## src/hdl/dspa_pkg.sv

```systemverilog
// Shared types and constants for the slot phase adjuster.
// Used by the controller, the datapath and the top level; no dependencies.
`timescale 1ns / 1ps

package dspa_pkg;

  // configuration register indexes
  localparam logic [1:0] CFG_CYCLE  = 2'd0;
  localparam logic [1:0] CFG_FAIR   = 2'd1;
  localparam logic [1:0] CFG_MARGIN = 2'd2;

  localparam logic [15:0] CYCLE_RESET  = 16'd256;
  localparam logic [15:0] FAIR_RESET   = 16'd64;
  localparam logic [15:0] MARGIN_RESET = 16'd6;
  localparam logic [15:0] MIN_CYCLE    = 16'd2;

  localparam int          FINE_SHIFT = 8;      // fine ticks per slot tick is 2**8
  localparam logic [9:0]  DELAY_BIAS = 10'd1;

  // item kinds
  localparam logic KIND_TICK = 1'b0;
  localparam logic KIND_RECV = 1'b1;

  // dividend select for the shared modulo unit
  localparam logic [2:0] MSEL_FIRE   = 3'd0;
  localparam logic [2:0] MSEL_DELAY  = 3'd1;
  localparam logic [2:0] MSEL_NOW    = 3'd2;
  localparam logic [2:0] MSEL_PHASE  = 3'd3;
  localparam logic [2:0] MSEL_TARGET = 3'd4;
  localparam logic [2:0] MSEL_ADJ    = 3'd5;

  // arithmetic steps, each done in one controller state
  localparam logic [2:0] OP_NONE  = 3'd0;
  localparam logic [2:0] OP_RECV  = 3'd1;
  localparam logic [2:0] OP_NEXT  = 3'd2;
  localparam logic [2:0] OP_SPACE = 3'd3;
  localparam logic [2:0] OP_APPLY = 3'd4;

  typedef struct packed {
    logic       accept;
    logic       mod_run;
    logic [2:0] mod_sel;
    logic [2:0] op;
    logic       out_load;
  } dspa_cmd_t;

  typedef struct packed {
    logic kind;
    logic cd_low;
    logic mod_done;
    logic space_ok;
    logic out_free;
  } dspa_status_t;

endpackage

```

## src/hdl/desync_slot_phase_adjuster.sv

```systemverilog
// Slot phase adjuster. A non-expiring tick goes straight to the result state; an expiring tick
// runs the fire pass; a receive runs the delay, now, phase, target and, if adjusting, adjustment
// passes on the shared D-bit serial modulo unit by the cycle length, D = max(TIME_BITS, 18).
// One item at a time; a new item is taken while the previous result waits in the output register.
// Synchronous reset restores register defaults (cycle 256, fair share 64, margin 6),
// clears time and phase and loads the countdown with 256; no clearing pass.
// Depends on dspa_pkg, dspa_ctrl, dspa_datapath.
`timescale 1ns / 1ps

module desync_slot_phase_adjuster #(
  parameter int TIME_BITS = 32
) (
  input  logic        clk,
  input  logic        rst,
  input  logic        in_valid,
  output logic        in_ready,
  input  logic        kind,
  input  logic [15:0] sent_delay,
  output logic        out_valid,
  input  logic        out_ready,
  output logic        fired,
  output logic        adjusted,
  output logic [15:0] backoff,
  output logic [15:0] phase,
  input  logic        cfg_valid,
  output logic        cfg_ready,
  input  logic [1:0]  cfg_index,
  input  logic [15:0] cfg_data
);

  dspa_pkg::dspa_cmd_t    cmd;
  dspa_pkg::dspa_status_t status;

  // configuration transfers complete at once
  assign cfg_ready = 1'b1;

  dspa_ctrl u_ctrl (
    .clk      (clk),
    .rst      (rst),
    .in_valid (in_valid),
    .in_ready (in_ready),
    .status   (status),
    .cmd      (cmd)
  );

  dspa_datapath #(.TIME_BITS(TIME_BITS)) u_dp (
    .clk        (clk),
    .rst        (rst),
    .cmd        (cmd),
    .status     (status),
    .kind       (kind),
    .sent_delay (sent_delay),
    .cfg_valid  (cfg_valid),
    .cfg_index  (cfg_index),
    .cfg_data   (cfg_data),
    .out_ready  (out_ready),
    .out_valid  (out_valid),
    .fired      (fired),
    .adjusted   (adjusted),
    .backoff    (backoff),
    .phase      (phase)
  );

endmodule

```

## src/hdl/dspa_mod.sv

```systemverilog
// Iterative restoring modulo unit: one dividend bit per cycle.
// Standalone; instantiated by the datapath.
`timescale 1ns / 1ps

module dspa_mod #(
  parameter int DW = 32
) (
  input  logic          clk,
  input  logic          rst,
  input  logic          run,
  input  logic [DW-1:0] dividend,
  input  logic [15:0]   divisor,
  output logic          done,
  output logic [15:0]   rem
);

  localparam int CW = $clog2(DW + 1);

  logic          busy;
  logic [CW-1:0] cnt;
  logic [DW-1:0] sh;
  logic [15:0]   r;
  logic [16:0]   trial;
  logic [16:0]   diff;
  logic [15:0]   r_step;
  logic          start;

  assign start  = run && !busy && !done;
  assign trial  = {r, sh[DW-1]};
  assign diff   = trial - {1'b0, divisor};
  assign r_step = (trial >= {1'b0, divisor}) ? diff[15:0] : trial[15:0];
  assign rem    = r;

  always_ff @(posedge clk) begin
    if (rst) begin
      busy <= 1'b0;
      done <= 1'b0;
      cnt  <= '0;
    end else begin
      done <= 1'b0;
      if (start) begin
        busy <= 1'b1;
        cnt  <= CW'(DW);
      end else if (busy) begin
        cnt <= cnt - CW'(1);
        if (cnt == CW'(1)) begin
          busy <= 1'b0;
          done <= 1'b1;
        end
      end
    end
  end

  always_ff @(posedge clk) begin
    if (start) begin
      sh <= dividend;
      r  <= '0;
    end else if (busy) begin
      sh <= sh << 1;
      r  <= r_step;
    end
  end

  a_done_idle: assert property (@(posedge clk) disable iff (rst) done |-> !busy)
    else $error("modulo result flagged while still iterating");

endmodule

```

## src/hdl/dspa_datapath.sv

```systemverilog
// Datapath: configuration, time/countdown/phase state, receive arithmetic, output register.
// Depends on dspa_pkg and dspa_mod.
`timescale 1ns / 1ps

module dspa_datapath #(
  parameter int TIME_BITS = 32
) (
  input  logic                    clk,
  input  logic                    rst,
  input  dspa_pkg::dspa_cmd_t     cmd,
  output dspa_pkg::dspa_status_t  status,
  input  logic                    kind,
  input  logic [15:0]             sent_delay,
  input  logic                    cfg_valid,
  input  logic [1:0]              cfg_index,
  input  logic [15:0]             cfg_data,
  input  logic                    out_ready,
  output logic                    out_valid,
  output logic                    fired,
  output logic                    adjusted,
  output logic [15:0]             backoff,
  output logic [15:0]             phase
);

  localparam int DW = (TIME_BITS > 18) ? TIME_BITS : 18;

  logic [15:0]          cycle_length;
  logic [15:0]          share_gap;
  logic [15:0]          delay_margin;
  logic [TIME_BITS-1:0] tick_time;
  logic [15:0]          countdown;
  logic [15:0]          own_phase;

  logic        kind_q;
  logic [9:0]  delay_q;
  logic [15:0] dmod;
  logic [15:0] now;
  logic [15:0] nxt_phase;
  logic [15:0] recv;
  logic [15:0] target;
  logic [16:0] half;
  logic [15:0] adj;
  logic        fired_r;
  logic        adjusted_r;
  logic [15:0] backoff_r;

  logic [15:0]   c_eff;
  logic [16:0]   delay_sum;
  logic [9:0]    delay_v;
  logic [16:0]   tgt_sum;
  logic [17:0]   adj_sum;
  logic [16:0]   recv_sum;
  logic [15:0]   recv_v;
  logic [16:0]   wrap_sum;
  logic [16:0]   space_sum;
  logic [15:0]   space;
  logic [17:0]   half_sum;
  logic [16:0]   apply_sum;
  logic [15:0]   apply_v;
  logic [DW-1:0] dividend;
  logic          mod_done;
  logic [15:0]   mod_rem;
  logic          cd_low;
  logic          take_in;

  assign c_eff     = (cycle_length < dspa_pkg::MIN_CYCLE) ? dspa_pkg::MIN_CYCLE : cycle_length;
  assign cd_low    = countdown <= 16'd1;
  assign take_in   = cmd.accept;

  assign delay_sum = {1'b0, sent_delay} + {1'b0, delay_margin};
  assign delay_v   = 10'(delay_sum >> dspa_pkg::FINE_SHIFT) + dspa_pkg::DELAY_BIAS;

  assign tgt_sum   = {1'b0, recv} + {1'b0, share_gap};
  assign adj_sum   = {1'b0, half} + {1'b0, c_eff, 1'b0} - {2'b00, recv} - {2'b00, dmod};

  // neighbour phase: now - dmod, folded back into the cycle
  assign recv_sum  = {1'b0, now} + {1'b0, c_eff} - {1'b0, dmod};
  assign recv_v    = (recv_sum >= {1'b0, c_eff}) ? 16'(recv_sum - {1'b0, c_eff})
                                                 : recv_sum[15:0];
  assign wrap_sum  = {1'b0, nxt_phase} + {1'b0, c_eff} - {1'b0, recv};

  assign space_sum = {1'b0, nxt_phase} + {1'b0, c_eff} - {1'b0, recv};
  assign space     = (space_sum >= {1'b0, c_eff}) ? 16'(space_sum - {1'b0, c_eff})
                                                  : space_sum[15:0];
  // midpoint toward the target, going around the cycle when the target lies behind
  assign half_sum  = {2'b00, nxt_phase} + {2'b00, target}
                   + ((target >= nxt_phase) ? 18'd0 : {2'b00, c_eff});

  assign apply_sum = {1'b0, now} + {1'b0, adj};
  assign apply_v   = (apply_sum >= {1'b0, c_eff}) ? 16'(apply_sum - {1'b0, c_eff})
                                                  : apply_sum[15:0];

  always_comb begin
    unique case (cmd.mod_sel) inside
      dspa_pkg::MSEL_FIRE,
      dspa_pkg::MSEL_NOW:    dividend = DW'(tick_time);
      dspa_pkg::MSEL_DELAY:  dividend = DW'(delay_q);
      dspa_pkg::MSEL_PHASE:  dividend = DW'(own_phase);
      dspa_pkg::MSEL_TARGET: dividend = DW'(tgt_sum);
      dspa_pkg::MSEL_ADJ:    dividend = DW'(adj_sum);
      default:               dividend = '0;
    endcase
  end

  dspa_mod #(.DW(DW)) u_mod (
    .clk      (clk),
    .rst      (rst),
    .run      (cmd.mod_run),
    .dividend (dividend),
    .divisor  (c_eff),
    .done     (mod_done),
    .rem      (mod_rem)
  );

  assign status.kind     = kind;
  assign status.cd_low   = cd_low;
  assign status.mod_done = mod_done;
  assign status.space_ok = space < share_gap;
  assign status.out_free = !out_valid || out_ready;

  // architectural state and output handshake
  always_ff @(posedge clk) begin
    if (rst) begin
      cycle_length <= dspa_pkg::CYCLE_RESET;
      share_gap    <= dspa_pkg::FAIR_RESET;
      delay_margin <= dspa_pkg::MARGIN_RESET;
      tick_time    <= '0;
      countdown    <= dspa_pkg::CYCLE_RESET;
      own_phase    <= '0;
      out_valid    <= 1'b0;
    end else begin
      if (cfg_valid) begin
        unique case (cfg_index)
          dspa_pkg::CFG_CYCLE:  cycle_length <= cfg_data;
          dspa_pkg::CFG_FAIR:   share_gap    <= cfg_data;
          dspa_pkg::CFG_MARGIN: delay_margin <= cfg_data;
          default: ;
        endcase
      end
      if (take_in && kind == dspa_pkg::KIND_TICK) begin
        tick_time <= tick_time + TIME_BITS'(1);
        // expire: reload a full cycle, phase follows from the modulo pass
        countdown <= cd_low ? cycle_length : countdown - 16'd1;
      end
      if (mod_done && cmd.mod_sel == dspa_pkg::MSEL_FIRE) begin
        own_phase <= mod_rem;
      end
      if (cmd.op == dspa_pkg::OP_APPLY) begin
        own_phase <= apply_v;
        countdown <= adj;
      end
      if (cmd.out_load) begin
        out_valid <= 1'b1;
      end else if (out_ready) begin
        out_valid <= 1'b0;
      end
    end
  end

  // working registers and output payload
  always_ff @(posedge clk) begin
    if (take_in) begin
      kind_q     <= kind;
      delay_q    <= delay_v;
      fired_r    <= (kind == dspa_pkg::KIND_TICK) && cd_low;
      adjusted_r <= 1'b0;
      backoff_r  <= '0;
    end
    if (mod_done) begin
      unique case (cmd.mod_sel)
        dspa_pkg::MSEL_DELAY:  dmod      <= mod_rem;
        dspa_pkg::MSEL_NOW:    now       <= mod_rem;
        dspa_pkg::MSEL_PHASE:  nxt_phase <= mod_rem;
        dspa_pkg::MSEL_TARGET: target    <= mod_rem;
        dspa_pkg::MSEL_ADJ:    adj       <= mod_rem;
        default: ;
      endcase
    end
    unique case (cmd.op)
      dspa_pkg::OP_RECV: recv <= recv_v;
      dspa_pkg::OP_NEXT: begin
        if (nxt_phase < recv) begin
          nxt_phase <= wrap_sum[15:0];
          recv      <= '0;
        end
      end
      dspa_pkg::OP_SPACE: half <= half_sum[17:1];
      dspa_pkg::OP_APPLY: begin
        adjusted_r <= 1'b1;
        backoff_r  <= adj;
      end
      default: ;
    endcase
    if (cmd.out_load) begin
      fired    <= fired_r && (kind_q == dspa_pkg::KIND_TICK);
      adjusted <= adjusted_r;
      backoff  <= backoff_r;
      phase    <= own_phase;
    end
  end

endmodule

```

## src/hdl/dspa_ctrl.sv

```systemverilog
// Controller: sequences one item through the modulo passes and arithmetic steps.
// Depends on dspa_pkg.
`timescale 1ns / 1ps

module dspa_ctrl (
  input  logic                   clk,
  input  logic                   rst,
  input  logic                   in_valid,
  output logic                   in_ready,
  input  dspa_pkg::dspa_status_t status,
  output dspa_pkg::dspa_cmd_t    cmd
);

  localparam logic [3:0] S_IDLE  = 4'd0;
  localparam logic [3:0] S_TMOD  = 4'd1;
  localparam logic [3:0] S_DMOD  = 4'd2;
  localparam logic [3:0] S_NMOD  = 4'd3;
  localparam logic [3:0] S_PMOD  = 4'd4;
  localparam logic [3:0] S_RECV  = 4'd5;
  localparam logic [3:0] S_NEXT  = 4'd6;
  localparam logic [3:0] S_GMOD  = 4'd7;
  localparam logic [3:0] S_SPACE = 4'd8;
  localparam logic [3:0] S_AMOD  = 4'd9;
  localparam logic [3:0] S_APPLY = 4'd10;
  localparam logic [3:0] S_FIN   = 4'd11;

  logic [3:0] state;
  logic [3:0] state_next;

  assign in_ready = state == S_IDLE;

  always_comb begin
    state_next   = state;
    cmd.accept   = 1'b0;
    cmd.mod_run  = 1'b0;
    cmd.mod_sel  = dspa_pkg::MSEL_FIRE;
    cmd.op       = dspa_pkg::OP_NONE;
    cmd.out_load = 1'b0;
    unique case (state)
      S_IDLE: begin
        if (in_valid) begin
          cmd.accept = 1'b1;
          if (status.kind == dspa_pkg::KIND_RECV) begin
            state_next = S_DMOD;
          end else if (status.cd_low) begin
            state_next = S_TMOD;
          end else begin
            state_next = S_FIN;
          end
        end
      end
      S_TMOD: begin
        cmd.mod_run = 1'b1;
        cmd.mod_sel = dspa_pkg::MSEL_FIRE;
        if (status.mod_done) state_next = S_FIN;
      end
      S_DMOD: begin
        cmd.mod_run = 1'b1;
        cmd.mod_sel = dspa_pkg::MSEL_DELAY;
        if (status.mod_done) state_next = S_NMOD;
      end
      S_NMOD: begin
        cmd.mod_run = 1'b1;
        cmd.mod_sel = dspa_pkg::MSEL_NOW;
        if (status.mod_done) state_next = S_PMOD;
      end
      S_PMOD: begin
        cmd.mod_run = 1'b1;
        cmd.mod_sel = dspa_pkg::MSEL_PHASE;
        if (status.mod_done) state_next = S_RECV;
      end
      S_RECV: begin
        cmd.op     = dspa_pkg::OP_RECV;
        state_next = S_NEXT;
      end
      S_NEXT: begin
        cmd.op     = dspa_pkg::OP_NEXT;
        state_next = S_GMOD;
      end
      S_GMOD: begin
        cmd.mod_run = 1'b1;
        cmd.mod_sel = dspa_pkg::MSEL_TARGET;
        if (status.mod_done) state_next = S_SPACE;
      end
      S_SPACE: begin
        cmd.op     = dspa_pkg::OP_SPACE;
        // drop the adjustment when the gap is already wide enough
        state_next = status.space_ok ? S_AMOD : S_FIN;
      end
      S_AMOD: begin
        cmd.mod_run = 1'b1;
        cmd.mod_sel = dspa_pkg::MSEL_ADJ;
        if (status.mod_done) state_next = S_APPLY;
      end
      S_APPLY: begin
        cmd.op     = dspa_pkg::OP_APPLY;
        state_next = S_FIN;
      end
      S_FIN: begin
        // hold until the output register can take the result
        if (status.out_free) begin
          cmd.out_load = 1'b1;
          state_next   = S_IDLE;
        end
      end
      default: state_next = S_IDLE;
    endcase
  end

  always_ff @(posedge clk) begin
    if (rst) begin
      state <= S_IDLE;
    end else begin
      state <= state_next;
    end
  end

  a_load_free: assert property (@(posedge clk) disable iff (rst)
    cmd.out_load |-> status.out_free)
    else $error("result loaded over an untaken result");

  a_plain_tick: assert property (@(posedge clk) disable iff (rst)
    (state == S_IDLE && in_valid && status.kind == dspa_pkg::KIND_TICK && !status.cd_low)
    |=> state == S_FIN)
    else $error("non-expiring tick did not go straight to result");

  a_done_in_run: assert property (@(posedge clk) disable iff (rst)
    status.mod_done |-> cmd.mod_run)
    else $error("modulo result arrived outside a modulo pass");

endmodule
```

## config.mk

```make
export PLATFORM = sky130hd
export DESIGN_NAME = desync_slot_phase_adjuster
export DESIGN_NICKNAME = d
export VERILOG_FILES = /design/src/hdl/dspa_pkg.sv /design/src/hdl/desync_slot_phase_adjuster.sv /design/src/hdl/dspa_mod.sv /design/src/hdl/dspa_datapath.sv /design/src/hdl/dspa_ctrl.sv
export SDC_FILE = /design/constraint.sdc
export NUM_CORES = 1
export LEC_CHECK = 0
export ABC_AREA = 1
export BUFFER_PORTS_ARGS = -buffer_cell sky130_fd_sc_hd__buf_2
export CAP_MARGIN = 25
export CORE_MARGIN = 1
export CORE_UTILIZATION = 36
export DETAILED_ROUTE_END_ITERATION = 10
export SLEW_MARGIN = 40
export SYNTH_ARGS = -nofsm -noshare
export SYNTH_HDL_FRONTEND = slang
export SYNTH_SLANG_ARGS = --single-unit
```

## constraint.sdc

```tcl
create_clock -name clk -period 6.24 [get_ports clk]
set_input_delay 0.624 -clock clk [delete_from_list [all_inputs] [get_ports clk]]
set_output_delay 0.624 -clock clk [all_outputs]
set_load 0.005 [all_outputs]
```

* Word level (Yosys, flattened, before mapping)
Cells that the tools add are included.
W data, S select, Z words.
** Word-level totals
- Register bits after elaboration :: 349
- Input bits :: 40
- Word-level logic and storage cells :: 173
- Output and inout port bits :: 37
** Operators by class
- Eq/ne operators :: 32
- Reduce and logical (&&, ||, !) cells :: 31
- $add $sub $neg :: 20
- Bitwise operators :: 3
- $lt $le $gt $ge :: 9
- Mux-type cells :: 48
** Operators by type and width (number)
- $mux W16 :: 18
- $pmux W32 S5 :: 1
- $add A16 B16 Y17 :: 6
- $ge A17 B16 Y1 :: 4
- $mux W32 :: 2
- $sub A16 B16 Y16 :: 4
- $pmux W4 S12 :: 1
- $mux W4 :: 10
- $sub A18 B16 Y18 :: 2
- $sub A17 B16 Y17 :: 2
- $add A32 B1 Y32 const B :: 1
- $lt A16 B16 Y1 :: 2
- $pmux W16 S2 :: 1
- $pmux W4 S6 :: 1
- $add A17 B17 Y18 :: 1
- $add A18 B18 Y18 :: 1
- $eq A4 B3 Y1 const B :: 4
- $eq A4 B4 Y1 const B :: 4
- $ge A16 B16 Y1 :: 1
- $le A16 B1 Y1 const B :: 1
- $lt A16 B2 Y1 const B :: 1
- $reduce_and A2 Y1 :: 8
- $sub A16 B1 Y16 const B :: 1
- $ne A2 B1 Y1 const B :: 7
- 26 further kinds :: 59

* Longest topological paths before layout
Gate-level depths: netlist (run 1).
- Depth after elaboration :: 9
- Mapped depth :: 42
- Mapped depth without buffers :: 41

* Cells and area by module
From an unflattened synthesis (run 1), not the netlist that was laid out.
** Unflattened totals
- Cells, all modules :: 3231
- Area total of the unflattened synthesis :: 25944.9 um2
** Modules (own cells, without submodules)
- dspa_datapath :: instances 1, area an instance 21690.8 um2, cells an instance 2625
- dspa_mod :: instances 1, area an instance 3726.1 um2, cells an instance 510
- dspa_ctrl :: instances 1, area an instance 516.7 um2, cells an instance 94
- desync_slot_phase_adjuster :: instances 1, area an instance 11.3 um2, cells an instance 2

* Worst setup path after synthesis (run 1)
Ideal clock, no wire load.
- Path kind :: reg-to-reg
- From :: reg u_dp.cycle_length[8]
- To :: reg u_ctrl.state[1]
- Slack :: 461 ps
- Required time :: 6108 ps
- Cell stages (with the launch flop) :: 40
- Data arrival time :: 5647 ps
- Cells stage by stage :: dfxtp_1 -> nor4_1 -> nand4_1 -> nand2_1 -> fa_1 -> ha_1 -> nand2_1 -> o21ai_0 -> a21oi_1 -> o21ai_2 -> nand3_1 -> nand2_1 -> nand2_1 -> nand2_1 -> a21oi_1 -> o21ai_2 -> a21boi_0 -> o21ai_0 -> [... 4 more ...] -> inv_1 -> o211ai_1 -> inv_1 -> nand2_1 -> clkbuf_1 -> clkbuf_1 -> a21oi_1 -> ha_1 -> nand2_1 -> inv_1 -> nand3_1 -> a31oi_1 -> a2111oi_0 -> nand2_1 -> nand2_1 -> nand2_1 -> nand2_1 -> a21oi_1
** On the way
- Cells in the longest elaborated chain, start to end :: 9
- Elaborated cells on any way between the ends :: 10
- Those cells by class :: 3 x add/sub; 3 x order compare; 4 x mux
** Ends and longest elaborated chain
- start: declaration :: RTL line dspa_datapath.sv:27 : logic [15:0] cycle_length;
- start signal: assignment :: RTL line dspa_datapath.sv:124 : cycle_length <= dspa_pkg::CYCLE_RESET;
- start signal: assignment :: RTL line dspa_datapath.sv:134 : dspa_pkg::CFG_CYCLE: cycle_length <= cfg_data;
- $lt A16 B2 Y1 :: RTL line dspa_datapath.sv:66 : assign c_eff = (cycle_length < dspa_pkg::MIN_CYCLE) ? dspa_pkg::MIN_CYCLE : cycle_length;
- $mux W16 * :: RTL line dspa_datapath.sv:66
- $add A16 B16 Y17
- $sub A17 B16 Y17
- $sub A16 B16 Y16 / $ge A17 B16 Y1 (equally long branches) :: RTL line dspa_datapath.sv:83 : assign space = (space_sum >= {1'b0, c_eff}) ? 16'(space_sum - {1'b0, c_eff})
- $mux W16 * :: RTL line dspa_datapath.sv:83
- $lt A16 B16 Y1 * :: RTL line dspa_datapath.sv:118 : assign status.space_ok = space < share_gap;
- $mux W2 * :: RTL line dspa_ctrl.sv:88 : state_next = status.space_ok ? S_AMOD : S_FIN;
- $pmux W4 S12 * :: RTL line dspa_ctrl.sv:39 : unique case (state)
- end signal: assignment :: RTL line dspa_ctrl.sv:114 : state <= state_next;
- end: declaration :: RTL line dspa_ctrl.sv:27 : logic [3:0] state;
Mark *: on every way between the ends. The rest lies on a longest branch, timed or not.
A chain may end at the register's enable or synchronous reset.

* Worst setup path after layout (run 1)
- From :: reg u_dp.cycle_length[15]
- To :: reg u_ctrl.state[1]
The elaborated chain is that of the path after synthesis.

==> results of run 1 <==
[cell usage after synthesis (all sizes together), types with 3 or more instances]
cell | instances | area [µm²]
edfxtp | 191 | 5740
nor3 | 51 | 305
o22ai | 4 | 25.0
xnor2 | 60 | 526
o31ai | 7 | 52.6
ha | 245 | 3070
a221oi | 15 | 138
nand3 | 98 | 490
nand2 | 445 | 1690
a21oi | 344 | 1730
xor2 | 87 | 762
inv | 467 | 1750
a211oi | 12 | 90.1
fa | 72 | 1440
a21boi | 3 | 30.0
buf | 10 | 52.6
nand4 | 22 | 159
clkbuf | 68 | 255
a22o | 4 | 35.0
o211ai | 18 | 135
dfxtp | 158 | 3160
or2 | 9 | 56.3
a21o | 6 | 45.0
o21a | 9 | 67.6
o221ai | 7 | 61.3
clkinv | 3 | 11.3
a31oi | 23 | 144
nor4 | 15 | 109
o21ai | 299 | 1500
a2111oi | 3 | 26.3
o21bai | 16 | 120
nor2 | 258 | 1010
o2111ai | 8 | 70.1
[registers in the layout, summed over array words and instances, names as in the netlist, 4 cells and up]
register           cells
u_dp.delay_margin     16
u_dp.backoff_r        16
u_dp.dmod             16
u_dp.own_phase        16
u_dp.now              16
u_dp.recv             16
u_dp.backoff          16
u_dp.cycle_length     16
u_dp.u_mod.cnt         6
u_dp.target           16
u_dp.nxt_phase        16
u_dp.share_gap        16
u_dp.tick_time        32
u_ctrl.state           4
u_dp.u_mod.sh         32
u_dp.countdown        16
u_dp.u_mod.rem        16
u_dp.adj              16
u_dp.phase            16
u_dp.delay_q          10
u_dp.half             17
[logic make-up after synthesis]
| logic type | synth area share (%) |
|---|---|
| and+or+nand+nor | 15.4 |
| DFF | 35.7 |
| AOI/OAI and AO/OA | 17.4 |
| buffers and inverters | 8.31 |
| other | 0.0150 |
| xor gates and xnor gates | 5.16 |
| adders and majority gates | 18.1 |
[cell type report]
class / count / area, µm² / area share [%]
Multi-Input combinational cell: 2153 / 14300 / 50.3
Sequential cell: 349 / 8900 / 31.4
Inverter: 470 / 1760 / 6.23
Tap cell: 931 / 1160 / 4.11
Clock buffer: 57 / 1130 / 4.01
Timing Repair Buffer: 144 / 941 / 3.32
Clock inverter: 17 / 159 / 0.561
[worst max-delay path by stage]
stage	startpoint	end	slack, ns
2_1_floorplan	u_dp.cycle_length[8]$_SDFFE_PP1P_	u_ctrl.state[1]$_SDFFE_PP0P_	0.46
3_3_place_gp	u_dp.cycle_length[2]$_SDFFE_PP0P_	u_ctrl.state[1]$_SDFFE_PP0P_	-0.07
3_5_place_dp	u_dp.cycle_length[2]$_SDFFE_PP0P_	u_ctrl.state[1]$_SDFFE_PP0P_	-0.12
4_1_cts	u_dp.cycle_length[2]$_SDFFE_PP0P_	u_ctrl.state[1]$_SDFFE_PP0P_	0.01
5_1_grt	u_dp.cycle_length[15]$_SDFFE_PP0P_	u_ctrl.state[1]$_SDFFE_PP0P_	-0.08
6_report	u_dp.cycle_length[15]$_SDFFE_PP0P_	u_ctrl.state[1]$_SDFFE_PP0P_	0.33
[layer usage]
layer | GRT usage [%] | vias to the layer above | share of wire, % | wire (µm)
li1 | - | 10500 | - | -
met3 | 3.00 | 150 | 7.7 | 6270
met1 | 31.9 | 10200 | 45 | 36300
met4 | 7.73 | 0 | 3.6 | 2960
met5 | 0 | - | 0 | 0
met2 | 35.6 | 754 | 44 | 35500
[worst register-to-register path: cells and delay by family (launching register included)]
kind	cells	cell delay, ns
AOI/OAI and AO/OA	10	1.19
xor gates and xnor gates	1	0.20
adders and majority gates	4	1.43
buffers and inverters	5	0.52
DFF	1	0.33
and+or+nand+nor	20	2.09
[metrics by stage]
step	setup WS, ns	power (mW)	utilization (%)	hold WS (ns)	cell area (µm²)
final	0.326	14.6	41.3	0.289	28300
after global routing	-0.0780	15.8	41.3	0.271	28300
after CTS	0.0135	13.7	40.7	0.261	27900
after detailed placement	-0.123	11.3	38.8	0.405	26600
after global placement	-0.0742	11.2	38.8	0.402	26600
after floorplan	0.461	9.04	-	0.400	24900
[where the power goes]
group / internal [mW] / total (mW) / switching (mW)
clock network: 1.29 / 2.34 / 1.05
logic: 3.46 / 8.76 / 5.29
registers: 3.06 / 3.50 / 0.435
total: 7.82 / 14.6 / 6.77
[what timing repair did]
item / in CTS / in global routing
resized for setup: 3 / 61
setup buffers: 0 / 10
hold buffers: 0 / 0
gates cloned: 0 / 3
pin swaps: 0 / 34
endpoints found under the setup margin: 1 / 17
==> impl_metrics.tcl, run 1 <==
set metrics [dict create \
    synth_area_per_cell_um2 8.18 \
    dp.cells 4034 \
    wl_per_cell_um 19.7 \
    endpoint_kind "flip-flop" \
    synth_flop_cell "edfxtp_1" \
    hold_depth 1 \
    h-tree-depth 2 \
    nets 3515 \
    worst_path_largest_cell_delay_ns 0.47 \
    grt_pass1_wl_um 121000 \
    place.detailed.hpwl_um 63900 \
    syn_nets 3406 \
    drt-initial-drc-count 1913 \
    worst_pin_slew_ns 0.848 \
    n_antenna_cell 0 \
    cts_tree "built" \
    chipHeight_um 265 \
    grt_pass1_vias 20100 \
    finalCriticalPeriod_ns 5.91 \
    p_leak_nw 12.5 \
    antenna_found_initial 1 \
    r2r_end "u_ctrl.state[1]$_SDFFE_PP0P_" \
    drc 0 \
    setup_viol 0 \
    min-delay-start "kind" \
    rr_worst_depth 40 \
    io_buffers 75 \
    peakVddDrop_uv 506 \
    cp_slowest_cell "fa_2" \
    detail_route.vias_per_cell 5.24 \
    cp.buffers_inverters 5 \
    pin_count 77 \
    cts-root-buf "clkbuf_16" \
    overflow 0 \
    dieArea_um2 70400 \
    crit_type "flip-flop to flip-flop" \
    max_cap_viol_count 0 \
    async_flop_share_pct 0 \
    cp_common_cell "nand2_1" \
    max-slew-margin-rel_pct 42.9 \
    critPathTopFamily "simple AND/OR/NAND/NOR gates" \
    drtAntennaViolNets 0 \
    fp.dieW_um 265 \
    syn_area_um2 24900 \
    synth_enable_flop_cells 191 \
    clock_latency_ns 0.60 \
    floorplan.initialDensity_pct 36.4 \
    finalSetupTns_ns 0 \
    ys_ff_latch 349 \
    vias 21600 \
    stdcell_count 4121 \
    ys_seq_area_share_pct 35.7 \
    critical_path_required_ns 6.68 \
    core_area_um2 68600 \
    layout_commonest_cell "inv_1" \
    synth_cell_types 57 \
    power_density_nw_per_um2 515 \
    grt.total_usage_pct 22.6 \
    place.gp.congestion 0.980 \
    fillerInstances 6976 \
    final_layout_size_suffix_gt1_share_pct 9.34 \
    hp-class "primary input to flip-flop" \
    maxSlewViolCount 0 \
    r2r-start "u_dp.cycle_length[15]$_SDFFE_PP0P_" \
    critPathLaunchType "flip-flop" \
    area_growth_pct 13.6 \
    finalHoldViolCount 0 \
    postSynthCellCount 3049 \
    final_cell_mix "461 x inv_1, 434 x nand2_1, 335 x a21oi_1" \
    period_share_pct 94.8 \
    drt-pass1-iter-count 5 \
    run_status "completed" \
    cp_max_fo 7 \
    grt_max_degree 61 \
    clock-sinks 349 \
    wirelength_um 81000 \
    numCtsBuffers 40 \
    worstSetupPathDepth 40 \
    max_freq_mhz 169 \
    crit_arrival_ns 6.35 \
    rows 96 \
    path_clk_slew_ns 0.06 \
    clockBufferDepth 3 \
    hold_end "u_dp.kind_q$_DFFE_PP_" \
    yosys_warnings 0 \
    r2r_slack_ns 0.33 \
    skew_ns 0.0270 \
]
No activity file was read; power rests on OpenSTA's default activity.
==> inputs of run 2 (changes only) <==
Settings changed: SYNTH_HIERARCHICAL set to 1.
==> run 2 against run 1 <==
Compared with the run above: final area is 4.2% higher; power is 34% higher; clock power rose by 2%; worst setup slack got worse by 0.069 ns; die area up 4.0%; combinational power increased by 55%; via count up 4.7%; critical path type unchanged; largest cell class unchanged.
==> impl_metrics.tcl, run 2 <==
set metrics [dict create \
    grt_setup_unrepaired "yes" \
    chipHeight_um 270 \
    max_freq_mhz 167 \
    grt_pass1_wl_um 125000 \
    r2r_end "u_ctrl/state[1]$_SDFFE_PP0P_" \
    worst_path_largest_cell_delay_ns 0.51 \
    endpoint_kind "flip-flop" \
    r2r-start "u_dp/cycle_length[1]$_SDFFE_PP0P_" \
    internal_power_mw 10.1 \
    detail_route.vias_per_cell 5.20 \
    pin_count 77 \
    postSynthCellCount 3231 \
    hold_end "u_dp/out_valid$_SDFFE_PP0P_" \
    period_share_pct 95.9 \
    run_status "completed" \
    power_frac_clock_pct 12.2 \
    peakVddDrop_uv 961 \
    numCtsBuffers 41 \
    finalCriticalPeriod_ns 5.98 \
    yosys_warnings 6 \
    wirelength_um 83000 \
    largest_registers "u_dp/tick_time: 32 flops, u_dp/u_mod/sh: 32 flops, u_dp/half: 17 flops" \
    synth_area_per_cell_um2 8.03 \
    layout_commonest_cell "nand2_1" \
    crit_arrival_ns 6.47 \
    dp_worst_setup_slack_ns 0.110 \
    floorplan.initialDensity_pct 36.4 \
    holdWs_ns 0.311 \
    final_cell_mix "613 x nand2_1, 447 x inv_1, 287 x a21oi_1" \
    rr_worst_depth 41 \
    clock-sinks 349 \
    cts_tree "built" \
    maxSlewViolCount 0 \
    syn_nets 3588 \
    grt.total_usage_pct 22.4 \
    fp.dieW_um 270 \
    crit_type "flip-flop to flip-flop" \
    place.gp.congestion 0.952 \
    wl_per_cell_um 19.1 \
    yosysMostFrequentCell "nand2_1" \
    cts-root-buf "clkbuf_16" \
    switchingPower_mw 9.53 \
    syn_area_um2 25900 \
    power_mw 19.6 \
    hold_buffers 0 \
    clockBufferDepth 3 \
    drc 0 \
    vias 22600 \
    drt-pass1-iter-count 6 \
    async_flop_share_pct 0 \
    critPathTopFamily "simple AND/OR/NAND/NOR gates" \
    drt-initial-drc-count 1925 \
    final_layout_size_suffix_gt1_share_pct 12.2 \
    core_area_um2 71400 \
    rows 98 \
    final_util_pct 41.4 \
    h-tree-depth 2 \
    hp-class "primary input to flip-flop" \
    ys_ff_latch 349 \
    p_seq_share_pct 18.3 \
    skew_ns 0.0268 \
    path_clk_slew_ns 0.06 \
    antenna_found_initial 0 \
    clock_latency_ns 0.59 \
    switching_share_pct 48.6 \
    yosys.area.top_type "edfxtp_1" \
    dp.cells 4265 \
    synth_flop_cell "edfxtp_1" \
    cp_common_cell "nand2_1" \
    r2r_slack_ns 0.26 \
    critPathLaunchType "flip-flop" \
    power_density_nw_per_um2 664 \
    io_buffers 75 \
    grt_max_degree 51 \
    netlist.area_leader.share_pct 22.1 \
    drtAntennaViolNets 0 \
    max-slew-margin-rel_pct 35.9 \
    dieArea_um2 73100 \
    synth_enable_flop_cells 191 \
    postLayoutSetupSlackWorst_ns 0.257 \
    ys_top_cells_by_area "edfxtp_1 22%, dfxtp_1 12%, ha_1 11%" \
    overflow 0 \
    synthTopCellsByCount "623 x nand2_1, 453 x inv_1, 292 x a21oi_1, 251 x nor2_1, 232 x ha_1" \
    ys_seq_area_share_pct 34.3 \
    synth_cell_types 65 \
    hold_depth 4 \
    finalHoldViolCount 0 \
    p_leak_nw 13.3 \
    grt_pass1_vias 21100 \
    min-delay-start "out_ready" \
    nets 3723 \
    area_growth_pct 13.7 \
    power_frac_comb_pct 69.5 \
    place.detailed.hpwl_um 66400 \
    cp_slowest_cell "fa_1" \
    worst_pin_slew_ns 0.951 \
    max_cap_viol_count 0 \
    critical_path_required_ns 6.72 \
    cp_max_fo 9 \
    setup_viol 0 \
    stdcell_count 4349 \
    cp.buffers_inverters 9 \
]
-- run 2: per-stage QoR --
stage | area (µm²) | TNS [ns]
after floorplan | 25900 | 0
after global placement | 27900 | 0
after detailed placement | 27900 | 0
after CTS | 29300 | 0
after global routing | 29500 | -0.187
final | 29500 | 0
-- run 2: cells by family after synthesis --
| group | Yosys count | share of synthesized area, % |
|---|---|---|
| xor gates and xnor gates | 135 | 4.62 |
| buffers and inverters | 556 | 8.31 |
| DFF | 349 | 34.3 |
| and+or+nand+nor | 1198 | 20.3 |
| adders and majority gates | 317 | 17.7 |
| other | 1 | 0.0145 |
| AOI/OAI and AO/OA | 675 | 14.7 |
-- run 2: metal layers --
metal / track usage, % / share of wire (%) / vias up
met5: 0 / 0 / -
met4: 9.19 / 4.2 / 0
met1: 30.9 / 45 / 10600
li1: - / - / 11100
met2: 34.7 / 44 / 739
met3: 3.43 / 7.0 / 166
-- run 2: how the worst max path moves through the flow --
stage                                             startpoint                      endpoint  cells after the start
after CTS                 u_dp/cycle_length[10]$_SDFFE_PP0P_  u_ctrl/state[1]$_SDFFE_PP0P_                     45
after floorplan           u_dp/cycle_length[13]$_SDFFE_PP0P_  u_ctrl/state[1]$_SDFFE_PP0P_                     45
final                      u_dp/cycle_length[1]$_SDFFE_PP0P_  u_ctrl/state[1]$_SDFFE_PP0P_                     41
after global placement    u_dp/cycle_length[10]$_SDFFE_PP0P_  u_ctrl/state[1]$_SDFFE_PP0P_                     45
after detailed placement  u_dp/cycle_length[10]$_SDFFE_PP0P_  u_ctrl/state[1]$_SDFFE_PP0P_                     45
after global routing       u_dp/cycle_length[1]$_SDFFE_PP0P_  u_ctrl/state[1]$_SDFFE_PP0P_                     49
-- run 2: what timing repair did --
item	CTS	global route
endpoints found under the setup margin	0	1
setup buffers	0	6
gates resized for setup	0	50
-- run 2: worst reg2reg max path: cells and delay by family, from the launching register on --
kind | cells | cell delay [ns]
flip-flops | 1 | 0.32
AO/OA/AOI/OAI | 7 | 1.13
buffers and inverters | 9 | 0.90
adder cells (fa/ha/maj) | 4 | 1.47
AND/OR/NAND/NOR | 20 | 1.90
XOR/XNOR | 1 | 0.16
-- run 2: power groups by stage --
stage	Clock [mW]	Sequential, mW	Combinational [mW]
after floorplan	0	3.39	8.66
after global placement	0	3.63	12.5
after detailed placement	0	3.63	12.6
after CTS	2.44	3.59	12.7
after global routing	2.53	3.63	15.2
final	2.39	3.59	13.6
-- run 2: cell type report --
cell class,count,area (µm²)
fill,7319,41900
tap,950,1190
clock inverter,22,205
multi-input combinational,2326,15100
antenna,1,2.50
clock buffer,53,1120
inverter,471,1770
sequential,349,8900
timing repair buffer,177,1200
